`src/design/bitmap_text_character_renderer_defines.svh`:
```
// Assertion macros shared by the character renderer.
`ifndef BITMAP_TEXT_CHARACTER_RENDERER_DEFINES_SVH
`define BITMAP_TEXT_CHARACTER_RENDERER_DEFINES_SVH

// The condition holds in the same cycle as the trigger.
`define BTCR_ASSERT_SAME(label, clk, rst, trig, cond, msg) \
   label: assert property (@(posedge clk) disable iff (rst) (trig) |-> (cond)) \
      else $error(msg);

// The condition holds in the cycle after the trigger.
`define BTCR_ASSERT_NEXT(label, clk, rst, trig, cond, msg) \
   label: assert property (@(posedge clk) disable iff (rst) (trig) |=> (cond)) \
      else $error(msg);

// The condition holds in the cycle after the trigger, reset included.
`define BTCR_ASSERT_NEXT_ALWAYS(label, clk, trig, cond, msg) \
   label: assert property (@(posedge clk) (trig) |=> (cond)) \
      else $error(msg);

`endif

```
`src/design/btcr_pkg.sv`:
```
// Types, codes and the font table of the character renderer.
`default_nettype none

package btcr_pkg;

   localparam logic REQ_MOVE = 1'b0;
   localparam logic REQ_DRAW = 1'b1;

   localparam logic [7:0] LOWER_FIRST = 8'd97;
   localparam logic [7:0] LOWER_LAST  = 8'd122;
   localparam logic [7:0] UPPER_FIRST = 8'd65;
   localparam logic [7:0] UPPER_LAST  = 8'd90;
   localparam logic [7:0] DIGIT_FIRST = 8'd48;
   localparam logic [7:0] DIGIT_LAST  = 8'd57;
   localparam logic [7:0] DIGIT_BIAS  = 8'd22;
   localparam logic [7:0] CHAR_DOT    = 8'd46;
   localparam logic [7:0] CHAR_COLON  = 8'd58;
   localparam logic [7:0] CHAR_BANG   = 8'd33;
   localparam logic [7:0] CHAR_DASH   = 8'd45;
   localparam logic [7:0] CHAR_UNDER  = 8'd95;

   localparam logic [5:0] GLYPH_DOT   = 6'd36;
   localparam logic [5:0] GLYPH_COLON = 6'd37;
   localparam logic [5:0] GLYPH_BANG  = 6'd38;
   localparam logic [5:0] GLYPH_DASH  = 6'd39;
   localparam logic [5:0] GLYPH_UNDER = 6'd40;
   localparam logic [5:0] GLYPH_BLANK = 6'd41;

   localparam logic [7:0] CELL_STEP = 8'd8;
   localparam logic [5:0] PIXEL_LAST = 6'd63;

   typedef struct packed {
      logic [5:0] glyph;
      logic [7:0] col;
      logic [7:0] row;
   } btcr_job_type;

   typedef struct packed {
      logic full;
      logic not_empty;
   } btcr_queue_status_type;

   function automatic logic [5:0] btcr_glyph_index(input logic [7:0] code);
      logic [7:0] d;
      case (code) inside
         [LOWER_FIRST:LOWER_LAST]: d = code - LOWER_FIRST;
         [UPPER_FIRST:UPPER_LAST]: d = code - UPPER_FIRST;
         [DIGIT_FIRST:DIGIT_LAST]: d = code - DIGIT_BIAS;
         CHAR_DOT:                 d = {2'b00, GLYPH_DOT};
         CHAR_COLON:               d = {2'b00, GLYPH_COLON};
         CHAR_BANG:                d = {2'b00, GLYPH_BANG};
         CHAR_DASH:                d = {2'b00, GLYPH_DASH};
         CHAR_UNDER:               d = {2'b00, GLYPH_UNDER};
         default:                  d = {2'b00, GLYPH_BLANK};
      endcase
      return d[5:0];
   endfunction

   // Row r of a glyph sits in bits 8r+7 down to 8r, column 0 in the low bit.
   function automatic logic [63:0] btcr_glyph_bits(input logic [5:0] g);
      logic [63:0] b;
      case (g)
         6'd0:        b = 64'h1111_111f_0a0a_0a04;
         6'd1:        b = 64'h0f11_110f_0909_0907;
         6'd2:        b = 64'h0e11_0101_0101_110e;
         6'd3:        b = 64'h0709_1111_1111_0907;
         6'd4:        b = 64'h1f01_010f_0101_011f;
         6'd5:        b = 64'h0101_010f_0101_011f;
         6'd6:        b = 64'h0e11_1119_0101_110e;
         6'd7:        b = 64'h1111_111f_1111_1111;
         6'd8:        b = 64'h1f04_0404_0404_041f;
         6'd9:        b = 64'h0609_0808_0808_081f;
         6'd10:       b = 64'h1111_0907_0305_0911;
         6'd11:       b = 64'h1f01_0101_0101_0101;
         6'd12:       b = 64'h1111_1111_1115_1b11;
         6'd13:       b = 64'h1111_1915_1513_1111;
         6'd14:       b = 64'h0e11_1111_1111_110e;
         6'd15:       b = 64'h0101_010f_1111_110f;
         6'd16:       b = 64'h1609_1111_1111_110e;
         6'd17:       b = 64'h1111_090f_1111_110f;
         6'd18:       b = 64'h0e11_100e_0101_110e;
         6'd19:       b = 64'h0404_0404_0404_041f;
         6'd20:       b = 64'h0e11_1111_1111_1111;
         6'd21:       b = 64'h0404_0a0a_0a11_1111;
         6'd22:       b = 64'h0a15_1515_1111_1111;
         6'd23:       b = 64'h1111_0a04_040a_1111;
         6'd24:       b = 64'h0404_0404_0a11_1111;
         6'd25:       b = 64'h1f01_0204_0810_101f;
         6'd26:       b = 64'h0e11_1515_1515_110e;
         6'd27:       b = 64'h1f04_0404_0404_0406;
         6'd28:       b = 64'h1f01_0204_0810_110e;
         6'd29:       b = 64'h0e11_1008_0408_101f;
         6'd30:       b = 64'h1010_101f_1111_1110;
         6'd31:       b = 64'h0e11_100e_0101_111f;
         6'd32:       b = 64'h0e11_110f_0101_110e;
         6'd33:       b = 64'h0404_0404_0810_111f;
         6'd34:       b = 64'h0e11_1111_0e11_110e;
         6'd35:       b = 64'h1010_1010_1e11_110e;
         GLYPH_DOT:   b = 64'h0400_0000_0000_0000;
         GLYPH_COLON: b = 64'h0000_0400_0004_0000;
         GLYPH_BANG:  b = 64'h0400_0404_0404_0404;
         GLYPH_DASH:  b = 64'h0000_000e_0000_0000;
         GLYPH_UNDER: b = 64'h1f00_0000_0000_0000;
         default:     b = 64'h0;
      endcase
      return b;
   endfunction

endpackage

`default_nettype wire

```
`src/design/btcr_front.sv`:
```
// Request front end: cursor tracking and glyph lookup for draw jobs.
`default_nettype none

module btcr_front #(
   parameter int SCREEN_WIDTH  = 128,
   parameter int SCREEN_HEIGHT = 128
) (
   input  wire logic                          clock,
   input  wire logic                          reset,
   input  wire logic                          req_tvalid,
   output logic                               req_tready,
   input  wire logic [23:0]                   req_tdata,
   input  wire logic                          req_tuser,
   input  wire btcr_pkg::btcr_queue_status_type q_status,
   output logic                               q_push,
   output btcr_pkg::btcr_job_type             q_job
);
   import btcr_pkg::*;

   localparam logic [8:0] COL_LIMIT = 9'(SCREEN_WIDTH - 8);
   localparam logic [8:0] ROW_LIMIT = 9'(SCREEN_HEIGHT - 8);

   logic [7:0] cursor_col_ff, cursor_col_in;
   logic [7:0] cursor_row_ff, cursor_row_in;
   logic       accept;
   logic [7:0] col_step;
   logic [7:0] row_step;

   assign req_tready = !q_status.full;
   assign accept     = req_tvalid && req_tready;
   assign q_push     = accept && (req_tuser == REQ_DRAW);

   assign q_job.glyph = btcr_glyph_index(req_tdata[7:0]);
   assign q_job.col   = cursor_col_ff;
   assign q_job.row   = cursor_row_ff;

   assign col_step = cursor_col_ff + CELL_STEP;
   assign row_step = cursor_row_ff + CELL_STEP;

   always_comb begin
      cursor_col_in = cursor_col_ff;
      cursor_row_in = cursor_row_ff;
      if (accept && (req_tuser == REQ_MOVE)) begin
         cursor_col_in = req_tdata[15:8];
         cursor_row_in = req_tdata[23:16];
      end else if (q_push) begin
         cursor_col_in = col_step;
         if ({1'b0, col_step} > COL_LIMIT) begin
            cursor_col_in = 8'd0;
            cursor_row_in = ({1'b0, row_step} > ROW_LIMIT) ? 8'd0 : row_step;
         end
      end
   end

   always_ff @(posedge clock) begin
      if (reset) begin
         cursor_col_ff <= 8'd0;
         cursor_row_ff <= 8'd0;
      end else begin
         cursor_col_ff <= cursor_col_in;
         cursor_row_ff <= cursor_row_in;
      end
   end

endmodule

`default_nettype wire

```
`src/design/btcr_queue.sv`:
```
// Two-entry job queue between the front end and the pixel engine.
`default_nettype none

module btcr_queue (
   input  wire logic                            clock,
   input  wire logic                            reset,
   input  wire logic                            push,
   input  wire btcr_pkg::btcr_job_type          push_job,
   input  wire logic                            pop,
   output btcr_pkg::btcr_job_type               pop_job,
   output btcr_pkg::btcr_queue_status_type      status
);
   import btcr_pkg::*;

   btcr_job_type entries_ff [2];
   logic         wr_ptr_ff, wr_ptr_in;
   logic         rd_ptr_ff, rd_ptr_in;
   logic [1:0]   count_ff, count_in;
   logic         do_push;
   logic         do_pop;

   assign status.full      = (count_ff == 2'd2);
   assign status.not_empty = (count_ff != 2'd0);
   assign do_push          = push && !status.full;
   assign do_pop           = pop && status.not_empty;
   assign pop_job          = entries_ff[rd_ptr_ff];

   always_comb begin
      wr_ptr_in = wr_ptr_ff ^ do_push;
      rd_ptr_in = rd_ptr_ff ^ do_pop;
      count_in  = count_ff + {1'b0, do_push} - {1'b0, do_pop};
   end

   always_ff @(posedge clock) begin
      if (reset) begin
         wr_ptr_ff <= 1'b0;
         rd_ptr_ff <= 1'b0;
         count_ff  <= 2'd0;
      end else begin
         wr_ptr_ff <= wr_ptr_in;
         rd_ptr_ff <= rd_ptr_in;
         count_ff  <= count_in;
      end
   end

   always_ff @(posedge clock) begin
      if (do_push) begin
         entries_ff[wr_ptr_ff] <= push_job;
      end
   end

endmodule

`default_nettype wire

```
`src/design/btcr_back.sv`:
```
// Pixel engine: walks the 64 pixels of each queued glyph into the output register.
`default_nettype none

module btcr_back #(
   parameter int SCREEN_WIDTH  = 128,
   parameter int SCREEN_HEIGHT = 128
) (
   input  wire logic                            clock,
   input  wire logic                            reset,
   input  wire btcr_pkg::btcr_queue_status_type q_status,
   input  wire btcr_pkg::btcr_job_type          q_job,
   output logic                                 q_pop,
   input  wire logic [2:0]                      draw_color,
   output logic                                 rsp_tvalid,
   input  wire logic                            rsp_tready,
   output logic [23:0]                          rsp_tdata,
   output logic [1:0]                           rsp_tuser,
   output logic                                 rsp_tlast
);
   import btcr_pkg::*;

   localparam logic [8:0] WIDTH_LIMIT  = 9'(SCREEN_WIDTH);
   localparam logic [8:0] HEIGHT_LIMIT = 9'(SCREEN_HEIGHT);

   logic        active_ff, active_in;
   logic [5:0]  pixel_ff, pixel_in;
   logic [63:0] bits_ff, bits_in;
   logic [7:0]  col_ff, col_in;
   logic [7:0]  row_ff, row_in;
   logic        rsp_valid_ff, rsp_valid_in;
   logic [7:0]  px_ff, px_in;
   logic [7:0]  py_ff, py_in;
   logic        on_ff, on_in;
   logic        off_ff, off_in;
   logic        last_ff, last_in;
   logic [2:0]  color_ff, color_in;
   logic        advance;
   logic        load;

   assign advance = active_ff && (!rsp_valid_ff || rsp_tready);
   assign load    = !active_ff || (advance && (pixel_ff == PIXEL_LAST));
   assign q_pop   = load && q_status.not_empty;

   always_comb begin
      active_in = active_ff;
      pixel_in  = pixel_ff;
      bits_in   = bits_ff;
      col_in    = col_ff;
      row_in    = row_ff;
      if (load) begin
         active_in = q_status.not_empty;
         pixel_in  = 6'd0;
         bits_in   = btcr_glyph_bits(q_job.glyph);
         col_in    = q_job.col;
         row_in    = q_job.row;
      end else if (advance) begin
         pixel_in = pixel_ff + 6'd1;
         bits_in  = {1'b0, bits_ff[63:1]};
      end
   end

   always_comb begin
      px_in    = col_ff + {5'd0, pixel_ff[2:0]};
      py_in    = row_ff + {5'd0, pixel_ff[5:3]};
      on_in    = bits_ff[0];
      off_in   = ({1'b0, px_in} >= WIDTH_LIMIT) || ({1'b0, py_in} >= HEIGHT_LIMIT);
      last_in  = (pixel_ff == PIXEL_LAST);
      color_in = draw_color;
      if (advance) begin
         rsp_valid_in = 1'b1;
      end else begin
         rsp_valid_in = rsp_valid_ff && !rsp_tready;
      end
   end

   always_ff @(posedge clock) begin
      if (reset) begin
         active_ff    <= 1'b0;
         rsp_valid_ff <= 1'b0;
      end else begin
         active_ff    <= active_in;
         rsp_valid_ff <= rsp_valid_in;
      end
   end

   always_ff @(posedge clock) begin
      pixel_ff <= pixel_in;
      bits_ff  <= bits_in;
      col_ff   <= col_in;
      row_ff   <= row_in;
      if (advance) begin
         px_ff    <= px_in;
         py_ff    <= py_in;
         on_ff    <= on_in;
         off_ff   <= off_in;
         last_ff  <= last_in;
         color_ff <= color_in;
      end
   end

   assign rsp_tvalid = rsp_valid_ff;
   assign rsp_tdata  = {5'd0, color_ff, py_ff, px_ff};
   assign rsp_tuser  = {off_ff, on_ff};
   assign rsp_tlast  = last_ff;

endmodule

`default_nettype wire

```
`src/design/bitmap_text_character_renderer.sv`:
```
// Top level of the 8x8 bitmap text character renderer.
//
//   Channel  Direction  Carries
//   req_*    in         move or draw request beats
//   rsp_*    out        pixel write beats, 64 per drawn character
//   csr_*    in         draw color register writes
//
// The pixel engine's counter emits one pixel beat per cycle while rsp is not
// stalled, and starts the next queued glyph right after the last beat.
// A move only loads the front end's cursor register and produces no beat.
// The two-entry queue holds up to two draw jobs ahead of the engine.
// Reset clears the cursor, the draw color, the queue and the output valid flag.
// A stalled rsp beat holds the engine's counter; requests keep flowing
// until the queue fills.
`default_nettype none
`include "bitmap_text_character_renderer_defines.svh"

module bitmap_text_character_renderer #(
   parameter int SCREEN_WIDTH  = 128,
   parameter int SCREEN_HEIGHT = 128
) (
   input  wire logic        clock,
   input  wire logic        reset,
   input  wire logic        req_tvalid,
   output logic             req_tready,
   input  wire logic [23:0] req_tdata,  // char_code, move_x, move_y
   input  wire logic        req_tuser,  // req_type
   output logic             rsp_tvalid,
   input  wire logic        rsp_tready,
   output logic [23:0]      rsp_tdata,  // pixel_x, pixel_y, pixel_color, zero pad
   output logic [1:0]       rsp_tuser,  // pixel_on, off_screen
   output logic             rsp_tlast,
   input  wire logic        csr_valid,
   output logic             csr_ready,
   input  wire logic [2:0]  csr_data
);
   import btcr_pkg::*;

   btcr_queue_status_type q_status;
   btcr_job_type          push_job;
   btcr_job_type          pop_job;
   logic                  q_push;
   logic                  q_pop;
   logic [2:0]            draw_color_ff, draw_color_in;

   assign csr_ready     = 1'b1;
   assign draw_color_in = (csr_valid && csr_ready) ? csr_data : draw_color_ff;

   always_ff @(posedge clock) begin
      if (reset) begin
         draw_color_ff <= 3'd0;
      end else begin
         draw_color_ff <= draw_color_in;
      end
   end

   btcr_front #(
      .SCREEN_WIDTH (SCREEN_WIDTH),
      .SCREEN_HEIGHT(SCREEN_HEIGHT)
   ) u_front (
      .clock     (clock),
      .reset     (reset),
      .req_tvalid(req_tvalid),
      .req_tready(req_tready),
      .req_tdata (req_tdata),
      .req_tuser (req_tuser),
      .q_status  (q_status),
      .q_push    (q_push),
      .q_job     (push_job)
   );

   btcr_queue u_queue (
      .clock   (clock),
      .reset   (reset),
      .push    (q_push),
      .push_job(push_job),
      .pop     (q_pop),
      .pop_job (pop_job),
      .status  (q_status)
   );

   btcr_back #(
      .SCREEN_WIDTH (SCREEN_WIDTH),
      .SCREEN_HEIGHT(SCREEN_HEIGHT)
   ) u_back (
      .clock     (clock),
      .reset     (reset),
      .q_status  (q_status),
      .q_job     (pop_job),
      .q_pop     (q_pop),
      .draw_color(draw_color_ff),
      .rsp_tvalid(rsp_tvalid),
      .rsp_tready(rsp_tready),
      .rsp_tdata (rsp_tdata),
      .rsp_tuser (rsp_tuser),
      .rsp_tlast (rsp_tlast)
   );

   `BTCR_ASSERT_NEXT_ALWAYS(a_reset_idle, clock, reset, !rsp_tvalid, "rsp valid after reset")
   `BTCR_ASSERT_NEXT(a_job_queued, clock, reset, q_push, q_status.not_empty, "draw job lost")
   `BTCR_ASSERT_SAME(a_push_room, clock, reset, q_push, !q_status.full, "push into full queue")
   `BTCR_ASSERT_SAME(a_off_screen, clock, reset, rsp_tvalid,
      rsp_tuser[1] == (({1'b0, rsp_tdata[7:0]} >= 9'(SCREEN_WIDTH)) ||
                       ({1'b0, rsp_tdata[15:8]} >= 9'(SCREEN_HEIGHT))),
      "off screen flag mismatch")

endmodule

`default_nettype wire

```
`config.mk`:
```
export PLATFORM = sky130hd
export DESIGN_NAME = bitmap_text_character_renderer
export DESIGN_NICKNAME = d
export VERILOG_FILES = /design/src/design/btcr_pkg.sv /design/src/design/btcr_front.sv /design/src/design/btcr_queue.sv /design/src/design/btcr_back.sv /design/src/design/bitmap_text_character_renderer.sv
export VERILOG_INCLUDE_DIRS = /design/src /design/src/design
export SDC_FILE = /design/constraint.sdc
export NUM_CORES = 1
export LEC_CHECK = 0
export ABC_CLOCK_PERIOD_IN_PS = 3400
export BUFFER_PORTS_ARGS = -buffer_cell sky130_fd_sc_hd__buf_2
export CAP_MARGIN = 5
export CORE_MARGIN = 10
export CORE_UTILIZATION = 60
export CTS_CLUSTER_DIAMETER = 200
export CTS_CLUSTER_SIZE = 12
export DETAILED_ROUTE_END_ITERATION = 10
export PLACE_DENSITY = 0.79
export SLEW_MARGIN = 5
export SYNTH_ARGS = -nofsm -noshare
export SYNTH_HDL_FRONTEND = slang
export SYNTH_MEMORY_MAX_BITS = 65536
export SYNTH_SLANG_ARGS = --single-unit
export TNS_END_PERCENT = 5
```
`constraint.sdc`:
```
create_clock -name clock -period 3.4 [get_ports clock]
set_input_delay 0.51 -clock clock [delete_from_list [all_inputs] [get_ports clock]]
set_output_delay 0.51 -clock clock [all_outputs]
set_load 0.02 [all_outputs]
```
# After elaboration in Yosys (flattened, before gate mapping)
# Memories as Yosys holds them, arrays and structs flattened. A register that Yosys moved wholly into a read port is not among the register bits.
# Cells that the tools add are included.
# totals
wordCells	95
input_bits	33
mem_count	2
mem_bits_rw	44
mem_bits_ro	2496
register_bits	133
output_inout_bits	30
# op_classes
bitwise_logic	3
n_eq_ne	7
mux	21
addsub	10
n_reduce_logical	24
magnitude_cmp	10
# memory_table
memory	words	width	read_ports	rd_clocked_by_memory_dff	wr	line_no	text
(no name shown)	64	39	1	0	0	btcr_pkg.sv:62	case (g)
u_queue.entries_ff	2	22	1	1	1	btcr_queue.sv:15	btcr_job_type entries_ff [2];
# ops
op	n
64-bit two-way mux	2
8-bit two-way mux	7
6-bit two-way mux	6
8-bit by 6-bit equality test with 1-bit output (second input constant)	4
8-bit by 3-bit adder with 8-bit output	2
8-bit by 4-bit adder with 8-bit output (second input constant)	2
8-bit by 7-bit greater-or-equal comparator with 1-bit output (second input constant)	2
8-bit greater-or-equal comparator (second input constant)	2
8-bit by 7-bit > comparator with 1-bit output (second input constant)	2
8-bit by 7-bit <= comparator with 1-bit output (second input constant)	2
1-bit logical AND	12
8-bit by 7-bit equality test with 1-bit output (second input constant)	1
8-bit by 6-bit greater-or-equal comparator with 1-bit output (second input constant)	1
8-bit by 6-bit <= comparator with 1-bit output (second input constant)	1
2-bit nonzero test	4
6-bit by 1-bit adder with 6-bit output (second input constant)	1
6-bit equality test (second input constant)	1
6-bit by 1-bit subtractor with 6-bit output (second input constant)	1
6-bit by 5-bit subtractor with 6-bit output (second input constant)	1
6-bit subtractor (second input constant)	1
1-bit two-way mux	5
1-bit zero test	4
4-bit two-way mux	1
1-bit logical OR	3
6 further kinds	7

# Depth between registers and ports, before layout
# Gate-level depths: netlist (run 1).
# logic_depth
word_depth	9
mapped_depth	11
depth_no_buf	10

# Cells and area by module
# Synthesis (run 1) repeated with hierarchy kept, for this count alone.
# hier_totals
hier_cells	871
hier_area_um2	9477.8
# modules_own_cells
module	cells_per_inst	area_each_um2	n_inst
btcr_back	594	6117.1	1
btcr_queue	92	1918.1	1
btcr_front	174	1330.0	1
bitmap_text_character_renderer	11	112.6	1

# Least setup slack after synthesis (run 1)
# No wires, ideal clock.
# synth_timing
kind	register to register
startpoint	memory u_queue.entries_ff[1][16] (netlist name)
endpoint	register u_back.bits_ff[42], data pin
setup_time_ns	0.261
required_ns	3.139
stages_incl_launch_ff	10
t_arrival_ns	2.131
path_buffers	1
setup_slack_ns	1.008
synth_period_minus_slack_ns	2.392
path_cell_list	edfxtp_1 mux2i_1 inv_2 ha_1 clkbuf_1 inv_1 nor2_1 o21ai_0 a21oi_1 o32a_1
# synth_rtl
element	line_no	text
start, declared	btcr_queue.sv:15	
end signal, assigned	btcr_back.sv:88	bits_ff <= bits_in;
end, declared	btcr_back.sv:27	logic [63:0] bits_ff, bits_in;

==> results of run 1 <==
Yosys cell counts, types with 5 or more instances:
cell type / number
a211oi_1: 10
nor4_1: 5
buf_6: 9
xor2_1: 14
nor3_1: 18
a221oi_1: 5
mux2_2: 18
mux2i_1: 15
and2_1: 25
clkbuf_1: 21
ha_1: 36
a21oi_1: 43
nor2b_1: 5
edfxtp_1: 143
dfxtp_1: 31
o32a_1: 11
buf_2: 25
o22ai_1: 5
xnor2_1: 15
o21ai_0: 33
buf_4: 8
o211ai_1: 13
inv_1: 20
nor2_1: 73
a21o_1: 10
nor3b_1: 5
a22oi_1: 9
nand2_1: 85
a31oi_1: 12
nand3_1: 21
metal layers:
metal | wire (um) | vias to the layer above
met5 | 0 | -
met4 | 703 | 0
met3 | 2103 | 58
met2 | 12540 | 416
met1 | 10260 | 3436
li1 | - | 3254
final cells by class:
type	count	area, um^2
tap	211	264.0
clock buffer	17	425.4
inverter	24	92.59
timing repair buffer	83	495.5
fill	1149	4872
multi-input combinational	589	4001
clock inverter	15	191.4
sequential	174	4916
worst paths after layout:
| path | startpoint | endpoint | slack, ns | cells after the start |
|---|---|---|---|---|
| worst max-delay path | u_queue.rd_ptr_ff | u_back.bits_ff[28] | 0.56 | 7 |
| worst min-delay path | req_tdata[18] | u_front.cursor_row_ff[2] | 0.29 | 2 |
| worst max register to register | u_queue.rd_ptr_ff | u_back.bits_ff[28] | 0.56 | 7 |
| worst min register to register | draw_color_ff[2] | u_back.color_ff[2] | 0.45 | 0 |
worst register-to-register path, stage by stage, from the launching register on:
cell      delay [ns]
dfxtp_2         0.46
buf_4           0.29
buf_4           0.36
mux2i_4         0.38
nand2_2         0.29
a311oi_1        0.54
a221oi_1        0.14
o21ai_0         0.21
sequential cells by signal (all words and copies together) (netlist names):
| name | flops |
|---|---|
| u_back.pixel_ff | 6 |
| u_back.rsp_tlast | 1 |
| u_queue.rd_ptr_ff | 1 |
| u_back.rsp_tvalid | 1 |
| u_queue.wr_ptr_ff | 1 |
| u_back.off_ff | 1 |
| u_front.cursor_row_ff | 8 |
| u_back.py_ff | 8 |
| u_queue.count_ff | 2 |
| u_front.cursor_col_ff | 8 |
| u_back.col_ff | 8 |
| u_back.color_ff | 3 |
| draw_color_ff | 3 |
| u_back.px_ff | 8 |
| u_back.active_ff | 1 |
| u_queue.entries_ff | 44 |
| u_back.bits_ff | 61 |
| u_back.row_ff | 8 |
| u_back.on_ff | 1 |
through the flow:
stage / setup slack [ns] / cell area, um^2
finish: 0.5552 / 10390
global route: 0.5209 / 10390
detailed placement: 0.6469 / 9769
floorplan: 1.008 / 9371
CTS: 0.6276 / 10390
global placement: 0.7175 / 9769
power groups by stage:
stage | clock, mW | combinational, mW | sequential [mW]
5_1_grt | 2.12 | 3.28 | 3.36
6_report | 2.02 | 3.07 | 3.30
2_1_floorplan | 0 | 2.07 | 3.31
3_5_place_dp | 0 | 2.95 | 3.34
4_1_cts | 2.03 | 2.99 | 3.31
3_3_place_gp | 0 | 2.93 | 3.32
cells by family after synthesis:
| family | synth area share [%] |
|---|---|
| AO/OA/AOI/OAI | 16.43 |
| XOR/XNOR | 2.715 |
| adder cells (fa/ha/maj) | 5.242 |
| buffers and inverters | 4.894 |
| flip-flops | 52.53 |
| multiplexers | 4.894 |
| other | 0.08027 |
| AND/OR/NAND/NOR | 13.21 |
==> key figures, run 1 <==
Run status
  • Outcome: finished, violations left
  • Failing checks: DRC

CTS
  • Clock transition at path regs: around 0.080 ns
  • CTS tree: yes
  • Maximum clock path buffer count: 2
  • H-tree depth: 4
  • Clk_lat worst skew: 0.44 ns
  • Sink Count: 174
  • Hold-fix buffers at CTS: 0
  • Postcts setup bufs: 0
  • Total CTS buffers: 17
  • CTS-repair resized insts: 0
  • Clk root buf: clkbuf_16

GRT
  • M1 GR Usage: between 30% and 40%
  • Via count of the first global-routing pass: roughly 7100
  • Grt met2 use: 40.68%
  • GR Overflow Total: 0
  • First-pass GRT wire length: roughly 40 mm
  • Gr usage total: around 25%
  • Largest net degree at the start of global routing: 45
  • GR peak layer: met2
  • M3 GR Usage: under 10%
  • Initial antenna violation count: 0

STA
  • Min cycle time layout: approximately 2.8 ns
  • Relative slew slack: around 48%
  • Setup TNS: 0 ns
  • Peak Freq: 351.5 MHz
  • WHS: about 0.29 ns
  • Final Hold Viols: 0
  • Unrepaired setup endpoints after global routing: false
  • Worst Skew: 0.01335 ns
  • Max-slew violations: 0
  • Final period utilization: a little over four fifths
  • Final setup fails: 0
  • Worst-margin pin slew: 0.7708 ns

Synthesis
  • Post-synth EDFFs: ~140
  • Sequential fraction of the synthesis area: a little over half
  • Mapped Cells: about 850
  • Cell variety after synth: slightly below 80
  • Ys async rst share: 0%
  • Largest area contributor in the netlist: edfxtp_1
  • Ys Warns: 0
  • Synth area leaders: edfxtp_1, dfxtp_1, ha_1, nand2_1, nor2_1
  • Mapped cell area: between 0.009 and 0.01 mm^2
  • Mapped Avg Cell Area: roughly 11 um^2
  • Yosys reg bits: 174
  • Top-area cell type share of the netlist area: roughly 46%
  • Ys flop type: edfxtp_1

Pwr
  • Internal power: a little over 5 mW
  • Power, Total: around 8.4 mW
  • Reg power frac: between 30 and 40%
  • Sw Ratio: between 30% and 40%
  • Lkg Pwr: 3.998 nW
  • Pwr dens: around 800 mW/mm^2
  • Psw: ~3.2 mW
  • Clock power share: between 20% and 30%
  • Peak supply drop: about 500 uV
  • Comb power frac: between 30% and 40%

Setup path
  • Worst path cell trace: buf_4, buf_4, mux2i_4, nand2_2, a311oi_1, a221oi_1, o21ai_0
  • Worst Path Buf+Inv: 2
  • Crit path largest cell delay: between 0.5 and 0.6 ns
  • Critical path type: reg2reg
  • CP Max Fanout: 27
  • Delay-heaviest family, CP: compound AO/OA/AOI/OAI gates
  • Req. time, crit path: approximately 3.7 ns
  • CP endpoint kind: register
  • Highest-delay cell along the critical path: a311oi_1
  • Arr. time, crit path: 3.11 ns
  • Startpoint Class: register
  • Critical path's most frequent cell: buf_4

Place
  • Placed insts: between 1000 and 1500
  • Port Buffers: 56
  • Dpl hpwl: around 18 mm
  • GPL Wtd Cong: a little under 1

Floorplanning
  • Die Wd: 144.9 um
  • I/O Pins: 63
  • Die Y: 144.9 um
  • Die area: 0.02099 mm^2
  • Site Rows: 45
  • Core Region: between 0.015 and 0.02 mm^2
  • Initial Utilization: between 60 and 70%

Layout
  • Util after Layout: 68.07%
  • Nets: 960
  • Layout Cells excl Fill: ~1100
  • Commonest non-fill, non-tap cell in the layout: edfxtp_1
  • Synth-to-Final Area Change: 11.01%
  • Most frequent cells in the layout: edfxtp_1, nand2_1, nor2_1, buf_2, a21oi_1
  • Final antenna diode count: 0
  • Share of cells above drive strength 1: about 18%

Routing
  • DRT Pass-1 Iters: 11
  • Initial detailed-routing violation count: 720
  • Final ANT Viol Nets: 0
  • DR WL/cell: around 23 um
  • Total Wirelength: roughly 26 mm
  • DR vias/cell: around 6.4
  • Vias: a little over 7000
  • DRC viols: 1

Worst hold path
  • Min-delay worst type: in2reg

Job
  • Max-cap violations: 0
(Power assumes the default switching activity.)
==> run 2, diff against run 1 <==
--- a/config.mk
+++ b/config.mk
@@ -6,15 +6,16 @@
 export SDC_FILE = /design/constraint.sdc
 export NUM_CORES = 1
 export LEC_CHECK = 0
-export ABC_CLOCK_PERIOD_IN_PS = 3400
+export ABC_AREA = 1
+export ABC_CLOCK_PERIOD_IN_PS = 2550
 export BUFFER_PORTS_ARGS = -buffer_cell sky130_fd_sc_hd__buf_2
 export CAP_MARGIN = 5
 export CORE_MARGIN = 10
-export CORE_UTILIZATION = 60
+export CORE_UTILIZATION = 55
 export CTS_CLUSTER_DIAMETER = 200
 export CTS_CLUSTER_SIZE = 12
 export DETAILED_ROUTE_END_ITERATION = 10
-export PLACE_DENSITY = 0.79
+export PLACE_DENSITY = 0.76
 export SLEW_MARGIN = 5
 export SYNTH_ARGS = -nofsm -noshare
 export SYNTH_HDL_FRONTEND = slang
==> constraint.sdc (replaced) <==
create_clock -name clock -period 2.55 [get_ports clock]
set_input_delay 0.3825 -clock clock [delete_from_list [all_inputs] [get_ports clock]]
set_output_delay 0.3825 -clock clock [all_outputs]
set_load 0.02 [all_outputs]
==> run 2 against run 1 <==
Against the previous run: the run now ends clean; clock skew grew 0.0034 ns; power up 38%; sequential share of layout area decreased by 0.73 points; clock-buffer cell count is 4 higher; sequential cell count stayed put; critical path type unchanged.
==> key figures, run 2 <==
Pwr
  • Psw: 4.768 mW (was 3.226 mW)
  • Power, Total: 11.61 mW (was 8.388 mW)
  • Internal power: 6.845 mW (was 5.162 mW)
  • Sw Ratio: 41.06% (was 38.46%)
  • Peak supply drop: 724.1 uV (was 494.7 uV)
  • Pwr dens: 1101 mW/mm^2 (was 807.6 mW/mm^2)
  • Clock power share: 20.8% (was 24.1%)
  • Reg power frac: 38.1% (was 39.4%)
  • Lkg Pwr: 4.878 nW (was 3.998 nW)
  • Comb power frac: 41.1% (was 36.6%)

Place
  • Dpl hpwl: 17.62 mm (was 17.81 mm)
  • Placed insts: 1389 (was 1081)
  • GPL Wtd Cong: 1.028 (was 0.9710)
  • Port Buffers: 56 (unchanged)

STA
  • Final setup fails: 0 (unchanged)
  • WHS: 0.1761 ns (was 0.2866 ns)
  • Setup TNS: 0 ns (unchanged)
  • Min cycle time layout: 2.328 ns (was 2.845 ns)
  • Worst-margin pin slew: 0.5270 ns (was 0.7708 ns)
  • Final Hold Viols: 0 (unchanged)
  • Final period utilization: 91.29% (was 83.67%)
  • Worst Skew: 0.01676 ns (was 0.01335 ns)
  • Unrepaired setup endpoints after global routing: false (unchanged)
  • Max-slew violations: 0 (unchanged)
  • Peak Freq: 429.6 MHz (was 351.5 MHz)
  • Relative slew slack: 64.83% (was 47.96%)

Floorplanning
  • I/O Pins: 63 (unchanged)
  • Core Region: 0.01670 mm^2 (was 0.01526 mm^2)
  • Die Wd: 150.9 um (was 144.9 um)
  • Die area: 0.02278 mm^2 (was 0.02099 mm^2)
  • Die Y: 150.9 um (was 144.9 um)
  • Site Rows: 47 (was 45)
  • Initial Utilization: 56.45% (was 61.32%)

Layout
  • Synth-to-Final Area Change: 11.92% (was 11.01%)
  • Layout Cells excl Fill: 1421 (was 1113)
  • Nets: 1259 (was 960)
  • Max reg flops: 61 (unchanged)
  • Share of cells above drive strength 1: 12.99% (was 17.85%)
  • Footprint of the multi-input gates: 0.003827 mm^2 (was 0.004001 mm^2)
  • Register area: 0.004917 mm^2 (was 0.004916 mm^2)
  • Most frequent cells in the layout: nand2_1, nor2_1, edfxtp_1, inv_1, nand3_1 (was edfxtp_1, nand2_1, nor2_1, buf_2, a21oi_1)
  • Biggest regs: u_back.bits_ff x61, u_queue.entries_ff x44 (unchanged)
  • Fill count: 1447 (was 1149)
  • Largest register by flop count: u_back.bits_ff (unchanged)
  • Final antenna diode count: 0 (unchanged)
  • Commonest non-fill, non-tap cell in the layout: nand2_1 (was edfxtp_1)

Setup path
  • Startpoint Class: register (unchanged)
  • Delay-heaviest family, CP: simple AND/OR/NAND/NOR gates (was compound AO/OA/AOI/OAI gates)
  • Worst Path Buf+Inv: 1 (was 2)
  • Arr. time, crit path: 2.52 ns (was 3.11 ns)
  • Critical path type: reg2reg (unchanged)
  • Reg2reg path depth: 10 (was 7)
  • Req. time, crit path: 2.74 ns (was 3.67 ns)
  • Crit path largest cell delay: 0.41 ns (was 0.54 ns)
  • CP endpoint kind: register (unchanged)
  • Critical path's most frequent cell: nand3_1 (was buf_4)
  • Highest-delay cell along the critical path: dfxtp_1 (was a311oi_1)
  • Worst path cell trace: inv_2, nand2_1, nand2_2, ha_1, nand3_1, nand3_1, nand2_1, nand3_1, nor2_1, nor2_1 (was buf_4, buf_4, mux2i_4, nand2_2, a311oi_1, a221oi_1, o21ai_0)
  • CP Max Fanout: 17 (was 27)
  • CP Depth: 10 (was 7)

Worst hold path
  • Hold-critical path depth: 3 (was 2)
  • Min-delay worst type: in2reg (unchanged)

CTS
  • Clk_lat worst skew: 0.44 ns (about the same)
  • Maximum clock path buffer count: 2 (unchanged)
  • CTS tree: yes (unchanged)
  • Total CTS buffers: 17 (unchanged)
  • Clk root buf: clkbuf_16 (unchanged)
  • Hold-fix buffers at CTS: 0 (unchanged)
  • Clock transition at path regs: 0.07 ns (was 0.08 ns)
  • CTS-repair resized insts: 0 (unchanged)
  • Sink Count: 174 (unchanged)
  • Postcts setup bufs: 0 (unchanged)
  • H-tree depth: 4 (unchanged)

Synthesis
  • Mapped Cells: 1121 (was 846)
  • Synth area leaders: edfxtp_1, nand2_1, dfxtp_1, nor2_1, ha_1 (was edfxtp_1, dfxtp_1, ha_1, nand2_1, nor2_1)
  • Cell variety after synth: 42 (was 77)
  • Ys async rst share: 0% (unchanged)
  • Post-synth EDFFs: 143 (unchanged)
  • Mapped Avg Cell Area: 8.410 um^2 (was 11.06 um^2)
  • Top-area cell type share of the netlist area: 45.55% (was 45.89%)
  • Ys flop type: edfxtp_1 (unchanged)
  • Most numerous cell in the Yosys netlist: nand2_1 (was edfxtp_1)
  • Mapped cell area: 0.009428 mm^2 (was 0.009356 mm^2)
  • Largest area contributor in the netlist: edfxtp_1 (unchanged)
  • Sequential fraction of the synthesis area: 52.13% (was 52.53%)
  • Top cells by count, synth: nand2_1, nor2_1, edfxtp_1 (was edfxtp_1, nand2_1, nor2_1)
  • Ys Warns: 0 (unchanged)
  • Yosys reg bits: 174 (unchanged)

Routing
  • DR WL/cell: 17.04 um (was 23.00 um)
  • Vias: 7773 (was 7164)
  • Initial detailed-routing violation count: 908 (was 720)
  • Total Wirelength: 24.21 mm (was 25.60 mm)
  • DRT Pass-1 Iters: 6 (was 11)
  • DRC viols: 0 (was 1)
  • DR vias/cell: 5.470 (was 6.437)
  • Final ANT Viol Nets: 0 (unchanged)

Run status
  • Outcome: completed (was finished, violations left)

GRT
  • Gr usage total: 21.81% (was 24.88%)
  • Largest net degree at the start of global routing: 82 (was 45)
  • First-pass GRT wire length: 38.75 mm (was 39.92 mm)
  • GR Overflow Total: 0 (unchanged)
  • Via count of the first global-routing pass: 7307 (was 7087)
  • Initial antenna violation count: 0 (unchanged)

Job
  • Max-cap violations: 0 (unchanged)
[run 2: cell families (layout without fill, tap and decap cells)]
| kind of cell | count (synthesis) | after routing | synth area share [%] |
|---|---|---|---|
| compound gates | 127 | 127 | 7.047 |
| buf+inv | 164 | 240 | 7.512 |
| fa+ha+maj | 38 | 38 | 5.202 |
| xor+xnor | 15 | 15 | 1.394 |
| other cells | 2 | 6 | 0.07966 |
| simple gates | 601 | 601 | 26.64 |
| flops | 174 | 174 | 52.13 |
[run 2: metal layers]
layer / global-route usage [%] / routed length (um)
met5: 0 / 0
met3: 3.789 / 2232
met4: 7.315 / 457
met2: 32.44 / 10370
met1: 31.57 / 11150
[run 2: worst paths after layout]
| check | from | endpoint | slack [ns] |
|---|---|---|---|
| worst min register to register | draw_color_ff[2] | u_back.color_ff[2] | 0.43 |
| worst min-delay path | csr_data[2] | draw_color_ff[2] | 0.18 |
| worst max-delay path | u_queue.rd_ptr_ff | u_back.bits_ff[33] | 0.22 |
| worst max register to register | u_queue.rd_ptr_ff | u_back.bits_ff[33] | 0.22 |
[run 2: stage by stage]
step | setup slack (ns) | cell area [um^2] | utilization (%)
4_1_cts | 0.1982 | 10550 | 63.16
2_1_floorplan | 0.4564 | 9448 | -
5_1_grt | 0.05401 | 10550 | 63.18
6_report | 0.2220 | 10550 | 63.18
3_5_place_dp | 0.2553 | 10010 | 59.93
3_3_place_gp | 0.3165 | 10010 | 59.93
[run 2: cell type report]
| class | instances | share of cell area [%] |
|---|---|---|
| Clock inverter | 11 | 0.7352 |
| Timing Repair Buffer | 87 | 5.099 |
| Inverter | 121 | 4.305 |
| Multi-Input combinational cell | 787 | 36.27 |
| Clock buffer | 21 | 4.376 |
| Sequential cell | 174 | 46.60 |
| Tap cell | 220 | 2.609 |
[run 2: tightest hold or removal path, delay by kind of cell]
| kind | cells | cell delay [ns] |
|---|---|---|
| simple gates | 2 | 0.11 |
| buf+inv | 1 | 0.08 |
[run 2: power by group through the flow]
stage,Clock (mW),Combinational (mW),Sequential [mW]
after floorplan,0,3.09,4.52
after global placement,0,4.65,4.44
after detailed placement,0,4.64,4.47
after CTS,2.45,4.67,4.42
after global routing,2.55,5.30,4.50
final,2.42,4.77,4.43
